`config.mk`:
```
export PLATFORM = sky130hd
export DESIGN_NAME = glob_wildcard_matcher
export DESIGN_NICKNAME = d
export VERILOG_FILES = /design/src/sv/gwm_pkg.sv /design/src/sv/glob_wildcard_matcher.sv /design/src/sv/gwm_pattern_store.sv /design/src/sv/gwm_nfa_core.sv
export VERILOG_INCLUDE_DIRS = /design/src /design/src/sv
export SDC_FILE = /design/constraint.sdc
export NUM_CORES = 1
export LEC_CHECK = 0
export BUFFER_PORTS_ARGS = -buffer_cell sky130_fd_sc_hd__buf_2
export CAP_MARGIN = 25
export CORE_MARGIN = 4
export CORE_UTILIZATION = 55
export DETAILED_ROUTE_END_ITERATION = 12
export PLACE_DENSITY_LB_ADDON = 0.12
export SYNTH_ARGS = -nofsm -noshare
export SYNTH_HDL_FRONTEND = slang
export SYNTH_HIERARCHICAL = 1
export SYNTH_SLANG_ARGS = --single-unit
```
`constraint.sdc`:
```
create_clock -name clock -period 7 [get_ports clock]
set_input_delay 1.4 -clock clock [delete_from_list [all_inputs] [get_ports clock]]
set_output_delay 1.4 -clock clock [all_outputs]
set_load 0.05 [all_outputs]
```
`src/sv/glob_wildcard_matcher_assert.svh`:
```
// Assertion macros used by the glob wildcard matcher top level.
`ifndef GLOB_WILDCARD_MATCHER_ASSERT_SVH
`define GLOB_WILDCARD_MATCHER_ASSERT_SVH

// Same-cycle implication, checked at every rising clock edge outside reset.
`define GWM_ASSERT_NOW(label, clk, rst, ante, cons) \
   label: assert property (@(posedge clk) disable iff (rst) (ante) |-> (cons)) \
      else $error("glob matcher check failed");

// Next-cycle implication, checked at every rising clock edge outside reset.
`define GWM_ASSERT_NEXT(label, clk, rst, ante, cons) \
   label: assert property (@(posedge clk) disable iff (rst) (ante) |=> (cons)) \
      else $error("glob matcher check failed");

`endif

```
`src/sv/gwm_pkg.sv`:
```
// Package with the constants and types shared by the glob wildcard matcher.
package gwm_pkg;

   localparam int PATTERN_LEN = 32;
   localparam int COUNT_W     = $clog2(PATTERN_LEN + 1);
   localparam int ADDR_W      = (PATTERN_LEN > 1) ? $clog2(PATTERN_LEN) : 1;

   localparam logic [7:0] STAR_BYTE  = 8'd42;
   localparam logic [7:0] QMARK_BYTE = 8'd63;
   localparam logic [7:0] UPPER_A    = 8'd65;
   localparam logic [7:0] UPPER_Z    = 8'd90;
   localparam logic [7:0] LOWER_A    = 8'd97;
   localparam logic [7:0] LOWER_Z    = 8'd122;
   localparam logic [7:0] CASE_GAP   = 8'd32;

   typedef enum logic [1:0] {
      CMD_CLEAR  = 2'd0,
      CMD_APPEND = 2'd1,
      CMD_TEXT   = 2'd2,
      CMD_END    = 2'd3
   } gwm_cmd_type;

   // What the pattern store tells the NFA about the loaded pattern.
   typedef struct packed {
      logic [PATTERN_LEN-1:0] star;
      logic [PATTERN_LEN-1:0] hit;
      logic [COUNT_W-1:0]     count;
      logic                   overflow;
   } gwm_pattern_view_type;

endpackage

```
`src/sv/glob_wildcard_matcher.sv`:
```
// Top level of the streaming glob matcher with star and question wildcards.
//
// The req channel carries one beat per command: tuser holds the command
// (clear pattern, append pattern byte, text byte, end of text) and tdata the
// byte. A pattern is loaded first, then text bytes follow, one per beat.
// Only an end-of-text beat produces a rsp beat: tdata bit 0 is the match
// bit and tuser flags a pattern that was longer than the store, in which
// case the match bit reads 0. End of text re-arms the matcher.
// The req beat lands in an input register; the NFA step and the result
// run from it, and the result is registered in the output register.
// One beat is taken per cycle unless an end-of-text beat waits; the NFA
// state register updates once per beat. When the receiver stalls, the result
// waits in the output register; text and pattern beats keep flowing, and only
// an end-of-text beat waits while an earlier result is still held.
// csr_wr_en writes the letter-case mode (1 folds ASCII letters); the user must
// use it only while the block is idle, which the block itself does not enforce.
// Synchronous reset empties the pattern, clears overflow, re-arms the
// matcher, drops any pending beat and sets case folding on.
module glob_wildcard_matcher (
   input  logic       clock,
   input  logic       reset,
   input  logic       req_tvalid,
   output logic       req_tready,
   input  logic [7:0] req_tdata,   // [7:0] symbol
   input  logic [1:0] req_tuser,   // [1:0] command
   output logic       rsp_tvalid,
   input  logic       rsp_tready,
   output logic [7:0] rsp_tdata,   // [0] matched, [7:1] zero
   output logic       rsp_tuser,   // [0] pattern_overflow
   input  logic       csr_wr_en,
   input  logic       csr_wr_data
);
   import gwm_pkg::*;

   `include "glob_wildcard_matcher_assert.svh"

   logic                 fold_ff;
   logic                 s1_valid_ff, s1_valid_in;
   gwm_cmd_type          s1_cmd_ff;
   logic [7:0]           s1_symbol_ff;
   logic                 rsp_valid_ff, rsp_valid_in;
   logic                 rsp_matched_ff, rsp_overflow_ff;
   logic                 out_free;
   logic                 s1_go;
   logic                 req_beat;
   logic                 result_load;
   logic                 matched;
   gwm_pattern_view_type view;

   // The output register is free when empty or emptied this cycle.
   assign out_free    = !rsp_valid_ff || rsp_tready;
   assign s1_go       = s1_valid_ff && ((s1_cmd_ff != CMD_END) || out_free);
   assign req_tready  = !s1_valid_ff || s1_go;
   assign req_beat    = req_tvalid && req_tready;
   assign result_load = s1_go && (s1_cmd_ff == CMD_END);

   always_ff @(posedge clock) begin
      if (reset) begin
         fold_ff <= 1'b1;
      end else if (csr_wr_en) begin
         fold_ff <= csr_wr_data;
      end
   end

   assign s1_valid_in = req_beat || (s1_valid_ff && !s1_go);

   always_ff @(posedge clock) begin
      if (reset) begin
         s1_valid_ff <= 1'b0;
      end else begin
         s1_valid_ff <= s1_valid_in;
      end
   end

   always_ff @(posedge clock) begin
      if (req_beat) begin
         s1_cmd_ff    <= gwm_cmd_type'(req_tuser);
         s1_symbol_ff <= req_tdata;
      end
   end

   gwm_pattern_store u_store (
      .clock    (clock),
      .reset    (reset),
      .step_i   (s1_go),
      .cmd_i    (s1_cmd_ff),
      .symbol_i (s1_symbol_ff),
      .fold_i   (fold_ff),
      .view_o   (view)
   );

   gwm_nfa_core u_nfa (
      .clock     (clock),
      .reset     (reset),
      .step_i    (s1_go),
      .cmd_i     (s1_cmd_ff),
      .view_i    (view),
      .matched_o (matched)
   );

   assign rsp_valid_in = result_load || (rsp_valid_ff && !rsp_tready);

   always_ff @(posedge clock) begin
      if (reset) begin
         rsp_valid_ff <= 1'b0;
      end else begin
         rsp_valid_ff <= rsp_valid_in;
      end
   end

   always_ff @(posedge clock) begin
      if (result_load) begin
         rsp_matched_ff  <= matched;
         rsp_overflow_ff <= view.overflow;
      end
   end

   assign rsp_tvalid = rsp_valid_ff;
   assign rsp_tdata  = {7'd0, rsp_matched_ff};
   assign rsp_tuser  = rsp_overflow_ff;

   // A result never claims a match on an overflowed pattern.
   `GWM_ASSERT_NOW(a_no_match_on_overflow, clock, reset, rsp_valid_ff,
                   !(rsp_matched_ff && rsp_overflow_ff))
   // A held end-of-text beat blocks the input channel.
   `GWM_ASSERT_NOW(a_stall_blocks_req, clock, reset, s1_valid_ff && !s1_go, !req_tready)
   // A processed end-of-text beat is offered on the result channel next cycle.
   `GWM_ASSERT_NEXT(a_result_follows_end, clock, reset, result_load, rsp_valid_ff)
   // A result is only loaded into a free output register.
   `GWM_ASSERT_NOW(a_load_into_free, clock, reset, result_load, out_free)

endmodule

```
`src/sv/gwm_pattern_store.sv`:
```
// Pattern byte store with fill count, overflow flag and per-position compare.
module gwm_pattern_store (
   input  logic                          clock,
   input  logic                          reset,
   input  logic                          step_i,
   input  gwm_pkg::gwm_cmd_type          cmd_i,
   input  logic [7:0]                    symbol_i,
   input  logic                          fold_i,
   output gwm_pkg::gwm_pattern_view_type view_o
);
   import gwm_pkg::*;

   logic [7:0]             store_ff [PATTERN_LEN];
   logic [PATTERN_LEN-1:0] live_ff, live_in;
   logic [COUNT_W-1:0]     count_ff, count_in;
   logic                   overflow_ff, overflow_in;
   logic                   full;
   logic                   write_en;

   function automatic logic symbol_match(input logic [7:0] p, input logic [7:0] c,
                                         input logic fold);
      logic letter;
      letter = (p inside {[UPPER_A:UPPER_Z]}) || (p inside {[LOWER_A:LOWER_Z]});
      return (p == c) || (p == QMARK_BYTE) || (fold && letter && ((p ^ CASE_GAP) == c));
   endfunction

   assign full     = live_ff[PATTERN_LEN-1];
   assign write_en = step_i && (cmd_i == CMD_APPEND) && !full;

   always_comb begin
      live_in     = live_ff;
      count_in    = count_ff;
      overflow_in = overflow_ff;
      if (step_i) begin
         case (cmd_i)
            CMD_CLEAR: begin
               live_in     = '0;
               count_in    = '0;
               overflow_in = 1'b0;
            end
            CMD_APPEND: begin
               if (full) begin
                  overflow_in = 1'b1;
               end else begin
                  live_in  = (live_ff << 1) | PATTERN_LEN'(1);
                  count_in = count_ff + COUNT_W'(1);
               end
            end
            default: begin
            end
         endcase
      end
   end

   always_ff @(posedge clock) begin
      if (reset) begin
         live_ff     <= '0;
         count_ff    <= '0;
         overflow_ff <= 1'b0;
      end else begin
         live_ff     <= live_in;
         count_ff    <= count_in;
         overflow_ff <= overflow_in;
      end
   end

   always_ff @(posedge clock) begin
      if (write_en) begin
         store_ff[count_ff[ADDR_W-1:0]] <= symbol_i;
      end
   end

   // Entries past the fill count are masked by the live bits.
   always_comb begin
      view_o.count    = count_ff;
      view_o.overflow = overflow_ff;
      for (int i = 0; i < PATTERN_LEN; i++) begin
         view_o.star[i] = live_ff[i] && (store_ff[i] == STAR_BYTE);
         view_o.hit[i]  = live_ff[i] && symbol_match(store_ff[i], symbol_i, fold_i);
      end
   end

endmodule

```
`src/sv/gwm_nfa_core.sv`:
```
// Bit-parallel NFA with one active bit per pattern position.
module gwm_nfa_core (
   input  logic                          clock,
   input  logic                          reset,
   input  logic                          step_i,
   input  gwm_pkg::gwm_cmd_type          cmd_i,
   input  gwm_pkg::gwm_pattern_view_type view_i,
   output logic                          matched_o
);
   import gwm_pkg::*;

   localparam int ACT_W = PATTERN_LEN + 1;

   logic [ACT_W-1:0]       active_ff, active_in;
   logic [ACT_W-1:0]       gen_ext, prop_ext, sum, carry, closed;
   logic [PATTERN_LEN-1:0] stay, advance;

   // Star closure as a carry chain: a star generates a carry where active and
   // propagates one along a run of stars.
   assign gen_ext  = {1'b0, active_ff[PATTERN_LEN-1:0] & view_i.star};
   assign prop_ext = {1'b0, view_i.star};
   assign sum      = gen_ext + prop_ext;
   assign carry    = sum ^ gen_ext ^ prop_ext;
   assign closed   = active_ff | carry;

   assign stay    = closed[PATTERN_LEN-1:0] & view_i.star;
   assign advance = closed[PATTERN_LEN-1:0] & ~view_i.star & view_i.hit;

   assign matched_o = closed[view_i.count] && !view_i.overflow;

   always_comb begin
      active_in = active_ff;
      if (step_i) begin
         case (cmd_i)
            CMD_TEXT: active_in = {1'b0, stay} | {advance, 1'b0};
            default:  active_in = ACT_W'(1);
         endcase
      end
   end

   always_ff @(posedge clock) begin
      if (reset) begin
         active_ff <= ACT_W'(1);
      end else begin
         active_ff <= active_in;
      end
   end

endmodule

```
==> flow_summary.toml <==
[sta]
fin_crit_sh_pct = 71.0
grt_setup_unrepaired = "false"
period_needed_ns = 4.97
fmax_ghz = 0.201
slew_violations = 0
skew_ns = 0.0197
tightest_slew_ns = 1.14
setup_violations = 0
finalHoldViolCount = 0
setup_tns_ns = 0
slew_headroom_pct = 23.1

[cts]
cts-resized-gates = 0
clkTransAtPathRegs_ns = 0.06
clock_latency_ns = 0.51
cts_root_buffer = "clkbuf_16"
postCtsHoldBufs = 0
postCtsSetupBuffers = 0
cts.sinks = 343
h-tree-depth = 2
numCtsBuffers = 36
clk_path_buf_depth = 3
cts_tree = "done"

[synthesis]
synth_top_area_share_pct = 43.4
synth_flop_cell = "edfxtp_1"
synth_area_um2 = 18500
synth_top_cell_by_area = "edfxtp_1"
yosys_warnings = 6
synthArstFlopShare_pct = 0
synth_seq_area_share_pct = 51.6
yosys.cell_types.count = 91
synth_edf_count = 268
avgSynthCellArea_um2 = 10.6
ys_ff_latch = 343
synth.area.top_cells = "edfxtp_1, dfxtp_1, xnor2_1"
syn_inst = 1745

[global_routing]
grt_pass1_wl_um = 72300
gr-total-overflow = 0
grt_busiest_layer = "met2"
grt_max_degree = 72
gr-usage-met1_pct = 34.7
use_met2_pct = 41.4
grt_pass1_vias = 13300
grt_antenna_before_repair = 0
gr-usage-met3_pct = 2.90
grt_use_total_pct = 24.7

[setup_path]
cp_max_fo = 21
worst_setup_path_end_kind = "register"
worstSetupPathType = "input port to register"
cp.required_ns = 7.13
slowest_stage = "nor3b_4"
start_kind = "input port"
crit_arrival_ns = 5.10
critPathMaxStageDelay_ns = 0.94
crit_chain = "buf_2 > and2b_1 > a31oi_1 > nor2b_1 > nor3b_4 > nand2_1 > nor2_1"

[die]
die_area_um2 = 36700
start_util_pct = 56.4
ios = 27
rows = 66
die_width_um = 192
core_area_um2 = 32900
die_y_um = 192

[layout]
layout_common_cells = "edfxtp_1, nor2_1, xnor2_1"
fillCellCount = 2700
num_antenna_cells = 0
syn_to_final_growth_pct = 9.17
ff_latch_area_um2 = 9550
drive_gt1_share_pct = 8.01
nets = 1792
multiInputGateArea_um2 = 8410
fin_area_um2 = 20200
final_common_cell = "edfxtp_1"

[power]
power_density_nw_per_um2 = 214
p_switching_uw = 890
vdd_drop_max_mv = 0.221
p_int_uw = 3430
power_leakage_uw = 0.00656
power_frac_comb_pct = 4.9
clockPowerShare_pct = 44.1
seq_power_share_pct = 51.0
switching_share_pct = 20.6

[hold_path]
hold_class = "register to register"

[drt]
drt_first_iter_violations = 1082
drc_errors = 0
drtAntennaViolNets = 0
firstDrtPassIters = 5
via_per_inst = 6.19
finalWirelength_um = 45700
vias = 13900
wire_per_inst_um = 20.4

[place]
io_buffers = 19
finalWeightedCongestion = 0.935
hpwlAfterDp_um = 29500
placed_area_um2 = 19000

[outcome]
outcome = "finished, final reports clean"

[job]
maxCapViolations = 0
## worst paths after layout
| check | from | endpoint | slack, ns | cells past startpoint |
|---|---|---|---|---|
| hold / removal | u_nfa/active_ff[4] | u_nfa/active_ff[4] | 0.50 | 2 |
| setup / recovery | rsp_tready | u_store/store_ff[22][6] | 2.03 | 7 |
| hold reg to reg | u_nfa/active_ff[4] | u_nfa/active_ff[4] | 0.50 | 2 |
| setup reg to reg | u_store/store_ff[6][0] | rsp_matched_ff | 2.47 | 12 |
## power groups by stage
stage	logic (uW)	clock network, uW	registers, uW
after global routing	231	2040	2200
after detailed placement	215	0	2250
after global placement	209	0	2250
final	213	1910	2200
after floorplan	145	0	2260
after CTS	215	1950	2200
## critical path: cells and delay by family
family | cells | cell delay (ns)
buf+inv | 1 | 0.09
compound gates | 1 | 0.31
simple gates | 5 | 3.29
## Yosys cell counts (13+ instances only)
library cell and instances:
buf_2 32, a21oi_1 88, o211ai_1 22, buf_4 15
inv_1 40, a211o_1 13, dfxtp_1 75, nor3_1 52
nand3_1 96, nor4_1 60, and3_1 20, a21o_1 35
o21ai_0 50, xor2_1 116, o2bb2ai_1 19, a31oi_1 17
nor2_1 174, a22oi_1 36, xnor2_1 145, or4_1 21
nand2_1 100, nand3b_1 25, clkbuf_1 15, nand4_1 30
edfxtp_1 268
## layer usage
| metal | wire (um) | vias up | share of wire [%] |
|---|---|---|---|
| li1 | - | 6599 | - |
| met1 | 20600 | 6764 | 45 |
| met2 | 21700 | 423 | 48 |
| met3 | 2450 | 66 | 5.4 |
| met4 | 858 | 0 | 1.9 |
| met5 | 0 | - | 0 |
## stage by stage
| stage | util, % | cells | hold slack, ns | total power, uW | setup slack (ns) |
|---|---|---|---|---|---|
| 2_1_floorplan | - | 1751 | 0.438 | 2400 | 3.30 |
| 6_report | 61.5 | 2239 | 0.502 | 4320 | 2.03 |
| 3_5_place_dp | 57.9 | 2171 | 0.486 | 2460 | 1.65 |
| 4_1_cts | 61.5 | 2235 | 0.496 | 4360 | 2.16 |
| 5_1_grt | 61.5 | 2239 | 0.513 | 4470 | 1.82 |
| 3_3_place_gp | 57.8 | 2170 | 0.480 | 2460 | 1.82 |
## cells by family after synthesis
| family | share of synthesized area [%] |
|---|---|
| multiplexers | 0.338 |
| XOR/XNOR | 12.3 |
| AO/OA/AOI/OAI | 14.3 |
| flip-flops | 51.6 |
| adder cells (fa/ha/maj) | 0.338 |
| AND/OR/NAND/NOR | 18.0 |
| other | 0.0202 |
| buffers and inverters | 3.19 |
## flip-flops by register name, summed over array words and instances (netlist names)
signal               flops
s1_valid_ff              1
u_store/count_ff         6
u_store/overflow_ff      1
s1_cmd_ff                2
rsp_matched_ff           1
u_nfa/active_ff         33
rsp_tvalid               1
u_store/store_ff       256
rsp_tuser                1
u_store/live_ff         32
fold_ff                  1
s1_symbol_ff             8
## area by class of cell
| cell class | count | area share [%] |
|---|---|---|
| timing repair buffer | 55 | 1.86 |
| tap | 442 | 2.73 |
| clock buffer | 48 | 4.83 |
| sequential | 343 | 47.2 |
| multi-input combinational | 1295 | 41.6 |
| inverter | 40 | 0.742 |
| clock inverter | 16 | 1.04 |
No activity file was read; power rests on OpenSTA's default activity.
